## config.mk

```make
export PLATFORM = sky130hd
export DESIGN_NAME = cks_cell
export DESIGN_NICKNAME = d
export VERILOG_FILES = /design/src/rtl/cks_pkg.sv /design/src/rtl/cks_cell.sv
export SDC_FILE = /design/constraint.sdc
export NUM_CORES = 1
export LEC_CHECK = 0
export BUFFER_PORTS_ARGS = -buffer_cell sky130_fd_sc_hd__buf_4
export CAP_MARGIN = 20
export CORE_AREA = 2 2 97 99
export CTS_CLUSTER_DIAMETER = 200
export DETAILED_ROUTE_END_ITERATION = 8
export DIE_AREA = 0 0 99 101
export GPL_ROUTABILITY_DRIVEN = 0
export PLACE_DENSITY = 0.81
export REMOVE_ABC_BUFFERS = 1
export SYNTH_ARGS = -nofsm -noshare
export SYNTH_HDL_FRONTEND = slang
export SYNTH_SLANG_ARGS = --single-unit
```

## constraint.sdc

```tcl
create_clock -name clk -period 6.7 [get_ports clk]
set_input_delay 1.005 -clock clk [delete_from_list [all_inputs] [get_ports clk]]
set_output_delay 1.005 -clock clk [all_outputs]
set_load 0.1 [all_outputs]
```

## src/rtl/cks_pkg.sv

```systemverilog
// ----------------------------------------------------------------------------
// cks_pkg: shared types and constants for the two-key index sorter
// Record layout, cell control group, sequencer states and key compare.
// ----------------------------------------------------------------------------
package cks_pkg;

    localparam int MAX_RECORDS = 64;
    localparam int CNT_W       = $clog2(MAX_RECORDS + 1);
    localparam int CPU_W       = 16;
    localparam int PID_W       = 32;
    localparam int POS_W       = 6;

    typedef struct packed {
        logic [CPU_W-1:0] cpu;
        logic [PID_W-1:0] pid;
        logic [POS_W-1:0] pos;
    } rec_t;

    typedef struct packed {
        logic insert;
        logic drain;
    } cell_ctl_t;

    typedef enum logic {
        ST_LOAD,
        ST_DRAIN
    } state_t;

    // true when key a is strictly greater than key b
    function automatic logic key_greater(input rec_t a, input rec_t b);
        logic res;
        if (a.cpu != b.cpu)
        begin
            res = (a.cpu > b.cpu);
        end
        else
        begin
            res = (a.pid > b.pid);
        end
        return res;
    endfunction

endpackage

```

## src/rtl/cks_cell.sv

```systemverilog
// ----------------------------------------------------------------------------
// cks_cell: one slot of the insertion chain
// Holds one record; takes the new record, shifts up, or shifts down on drain.
// ----------------------------------------------------------------------------
module cks_cell (
    input  logic              clk,
    input  cks_pkg::cell_ctl_t ctl,
    input  logic              occupied,
    input  cks_pkg::rec_t     ins_rec,
    input  cks_pkg::rec_t     prev_rec,
    input  logic              prev_gt,
    input  cks_pkg::rec_t     next_rec,
    output cks_pkg::rec_t     cur_rec,
    output logic              gt
);
    import cks_pkg::*;

    rec_t rec_reg;
    rec_t rec_next;

    // an empty slot counts as greater than any key
    assign gt      = !occupied || key_greater(rec_reg, ins_rec);
    assign cur_rec = rec_reg;

    always_comb
    begin
        rec_next = rec_reg;
        if (ctl.drain)
        begin
            rec_next = next_rec;
        end
        else if (ctl.insert && gt)
        begin
            rec_next = prev_gt ? prev_rec : ins_rec;
        end
    end

    always_ff @(posedge clk)
    begin
        rec_reg <= rec_next;
    end

endmodule

```

==> Yosys cells after proc, flatten, opt, wreduce, memory -nomap -nowiden <==
Index checks and enable logic that the tools add are counted.
{ "totals": {"memories": 0, "latchBits": 0, "input_bits": 167, "rom_bits": 0, "wordCells": 14, "ff_bits": 54, "ram_bits": 0} }
{ "classes": {"muxes": 4, "div": 0, "n_mul": 0, "bitwise": 0, "shifts": 0, "add_sub_neg": 0, "n_reduce_logical": 4, "n_eq_ne": 1, "order_cmp": 2} }
{ "ops": {"columns": ["operator", "n"], "rows": [
  ["54-bit 2-to-1 mux", 3],
  ["32-bit greater-than comparator", 1],
  ["16-bit greater-than comparator", 1],
  ["16-bit inequality test", 1],
  ["2-bit nonzero test", 1],
  ["1-bit logical AND", 1],
  ["1-bit zero test", 1],
  ["1-bit logical OR", 1],
  ["1-bit 2-to-1 mux", 1]
]} }

==> Longest topological paths before layout <==
{ "logic_depth": {"depth_word": 6, "depth_mapped": 8, "depth_no_buf": 8} }

==> Worst setup path before layout <==
OpenSTA, ideal clock, no wires.
{ "synth_timing": {"path_kind": "input-to-reg", "start": "input ins_rec[48] (netlist bit)", "end": "register rec_reg, in the netlist cur_rec[0] (enable)", "cell_stages": 7, "n_path_buf": 0, "t_required_ns": 6.203, "t_arrival_ns": 4.935, "path_slack_ns": 1.269, "path_cell_list": "inv_1 ha_1 nand4_1 nor4_1 a221o_1 a21oi_1 a41oi_1"} }
{ "synth_via": {"elab_chain_len": 5, "word_cells_on_any_way": 6} }
{ "synth_rtl": {"columns": ["element", "line", "source"], "rows": [
  ["start, declared", "cks_cell.sv:9", "input cks_pkg::rec_t ins_rec,"],
  ["16-bit greater-than comparator or 16-bit inequality test (tied branches)", "cks_pkg.sv:34, cks_pkg.sv:32", null],
  ["1-bit 2-to-1 mux (*)", "cks_pkg.sv:32", "if (a.cpu != b.cpu)"],
  ["1-bit logical OR (*)", "cks_cell.sv:22", "assign gt = !occupied || key_greater(rec_reg, ins_rec);"],
  ["1-bit logical AND (*)", "cks_cell.sv:32", "else if (ctl.insert && gt)"],
  ["2-bit nonzero test (no line) (*)", null, null],
  ["end signal, assigned", "cks_cell.sv:40", "rec_reg <= rec_next;"],
  ["end, declared", "cks_cell.sv:18", "rec_t rec_reg;"]
]} }
Every way passes the cells marked *; elsewhere a longest branch is shown, timed or not.
A chain may end at the register's enable or synchronous reset.

==> Final worst setup path <==
{ "layout_timing": {"start": "input ins_rec[20] (netlist bit)", "end": "output gt"} }
{ "layout_via": {"elab_chain_len": 3} }
{ "layout_rtl": {"columns": ["element", "line", "source"], "rows": [
  ["32-bit greater-than comparator", "cks_pkg.sv:38", "res = (a.pid > b.pid);"],
  ["1-bit 2-to-1 mux", "cks_pkg.sv:32", null],
  ["1-bit logical OR", "cks_cell.sv:22", null],
  ["end, declared", "cks_cell.sv:14", "output logic gt"]
]} }
Every way passes these cells.

==> metrics.csv <==
stage;metric;value;unit
finish;most common cell after layout, fill and taps aside;buf_4;
logic_synthesis;sequential-to-total area share from yosys stat;0.410;
detailed_routing;detailed-route wire length;10700;microns
timing;endpoints failing setup;0;
detailed_routing;ANT nets after route;0;
timing;Slew Viols, Final;0;
logic_synthesis;largest cells by area after synthesis;edfxtp_1 (41%), ha_1 (15%), mux2i_1 (14%);
detailed_routing;detailed-route DRC error count;0;
logic_synthesis;Syn. warnings;0;
clock_tree;CTS Buf Count;5;
finish;max reg flops;54;
finish;number of fill cells;735;
clock_tree;Post-CTS Setup Bufs;0;
detailed_routing;WL/cell;14.6;microns
finish;share of post-route cells with drive strength above 1;0.375;
detailed_routing;vias post-DR;3727;
clock_tree;Root Buffer;clkbuf_8;
critical_path;Worst setup SP type;input port;
finish;register area;0.00162;sq mm
global_routing;vias in the first global route;3755;
clock_tree;CTS tree;yes;
clock_tree;H-tree Lvls;2;
clock_tree;hold-fix buffers at CTS;0;
timing;Final Cycle Share;0.603;
power;PD cells;221;mW/mm^2
floorplan;Die Area;0.0100;sq mm
logic_synthesis;largest area contributor in the netlist;edfxtp_1;
critical_path;Worst path slowest cell;or4b_1;
logic_synthesis;syn avg cell area;9.64;sq um
timing;Highest Clock Rate;247;MHz
floorplan;Starting Density;0.440;
global_routing;grt ovf;0;
logic_synthesis;Post-Synthesis Cells;410;
run;# Max-Cap Violations;0;
timing;Worst Tran Pin Value;0.931;ns
detailed_routing;vias per cell;5.08;
outcome;status;finished, final reports clean;
logic_synthesis;Post-synth EDFFs;54;
finish;ant diodes;0;
critical_path;critical path, cell by cell;buf_4 > inv_1 > ha_1 > a21oi_1 > nand2_1 > a21oi_1 > or4b_1 > a32oi_1 > nand3_1 > buf_4;
power;worst vdd ir;0.0919;mV
critical_path;crit end category;primary output;
detailed_routing;Initial DRC Count;160;
clock_tree;clk buf depth;2;
power;P_leak;0.00299;uW
critical_path;Data arrival, critical path;3.04;ns
logic_synthesis;Yosys cell types;30;
global_routing;largest net degree at the start of global routing;111;
place;IO Port Bufs;221;
timing;Rel. slew slack;0.377;
critical_path;CP Buf/Inv Count;3;
floorplan;Core Area;0.00898;sq mm
floorplan;Rows;35;
critical_path;critical path class;input port to primary output;
logic_synthesis;post-synthesis xor/xnor area fraction;0;
logic_synthesis;Yosys reg bits;54;
critical_path;Largest stage delay, worst path;0.45;ns
logic_synthesis;ys async rst share;0;
global_routing;first-pass GRT wire length;16800;microns
logic_synthesis;Post-Synth Adder-Cell Area;0.152;
finish;multi-input logic area;0.00208;sq mm
timing;Setup Skew;0.00737;ns
detailed_routing;TritonRoute pass-1 iters;5;
place;DP Wirelength;8720;microns
logic_synthesis;top-area cell type share of the netlist area;0.410;
logic_synthesis;Most used DFF post-synth;edfxtp_1;
place;pre-CTS WS;2.49;ns
global_routing;initial antenna violation count;0;
critical_path;WP data required;5.69;ns
logic_synthesis;post-synthesis simple-gate area fraction;0.106;
finish;Layout Area Growth over Synthesis;47.6;%
clock_tree;Skew-Pair Late Insertion Delay;0.30;ns
critical_path;Worst Path Max Fanout;3;
finish;nets@finish;836;
floorplan;DIE WIDTH;99;microns
logic_synthesis;Synth Area in Compound Gates;0.128;
finish;most frequent cells in the layout;buf_4 (222), nand2_1 (67), o21ai_0 (57), mux2i_1 (54), edfxtp_1 (54);
timing;final worst path period need;4.04;ns
floorplan;die height;101;microns
clock_tree;Resize count post-CTS;0;
logic_synthesis;largest family of logic cells by synthesized area;adder cells;
floorplan;I/O pin count;222;
timing;setup TNS;0;ns
critical_path;critical path's top delay family;compound AO/OA/AOI/OAI gates;
timing;Final Hold Viols;0;
clock_tree;CTS Sinks;54;
min_path;hold crit path type;input port to register;
logic_synthesis;mux share of post-synthesis cell area;0.137;
timing;RSZ-0062 raised after global routing;false;
timing;Final WS setup;2.66;ns
logic_synthesis;Syn Std Cell Area;0.00395;sq mm
global_routing;gr usage total;0.206;
clock_tree;Clock Pin Slew Worst Setup and Hold Paths;0.09;ns
cell type report:
type / instances / area share
multi-input cells: 287 / 0.357
repair buffers: 222 / 0.286
flip-flops and latches: 54 / 0.278
inverters: 51 / 0.0328
well taps: 111 / 0.0238
clock buffers: 5 / 0.0118
clock inverters: 3 / 0.0109
per-stage QoR:
stage                     utilization  instance area (sq um)  std cells  hold slack [ns]  total power (uW)
final                           0.650                   5840        733            0.978              1290
after global routing            0.650                   5840        733            0.971              1350
after CTS                       0.650                   5840        733            0.965              1300
after detailed placement        0.635                   5700        725             1.29              1050
after global placement          0.635                   5700        725             1.28              1030
after floorplan                     -                   3880        392             1.19               851
per-layer routing:
metal	up-vias	wire, microns	global-route usage
met4	0	157	0.0643
met1	1679	4180	0.221
met5	-	0	0
li1	1889	-	-
met3	16	794	0.0485
met2	143	5590	0.397
worst min-delay path, cell delays in order:
cell     delay [ns]
buf_4          0.08
nand2_1        0.04
o21ai_0        0.05
where the power goes:
| group | internal [uW] | total (uW) | switching (uW) |
|---|---|---|---|
| Combinational | 178 | 593 | 416 |
| Clock | 148 | 251 | 103 |
| Sequential | 422 | 443 | 21.0 |
| Total | 748 | 1290 | 540 |
final timing paths:
path	from	cells after the start	slack (ns)	to
worst max-delay path	ins_rec[20]	10	2.66	gt
worst min-delay path	next_rec[15]	3	0.98	cur_rec[15]$_DFFE_PP_
worst max register to register	cur_rec[20]$_DFFE_PP_	7	3.24	cur_rec[49]$_DFFE_PP_
worst min register to register	cur_rec[50]$_DFFE_PP_	5	1.68	cur_rec[22]$_DFFE_PP_
cells by family after synthesis:
| family | count (synthesis) |
|---|---|
| buffers and inverters | 69 |
| AND/OR/NAND/NOR | 94 |
| flip-flops | 54 |
| multiplexers | 54 |
| adder cells (fa/ha/maj) | 48 |
| AO/OA/AOI/OAI | 91 |
cells in the mapped netlist (all sizes together) (2+ instances only):
cell    count
nand3       6
mux2i      54
a211oi      2
nand2      67
nor4        3
a21oi      20
nand4       8
clkbuf     13
edfxtp     54
a21o        3
o21ai      58
a221o       2
ha         48
buf         5
nor2        5
o211ai      2
inv        51
No activity file was read; power rests on OpenSTA's default activity.
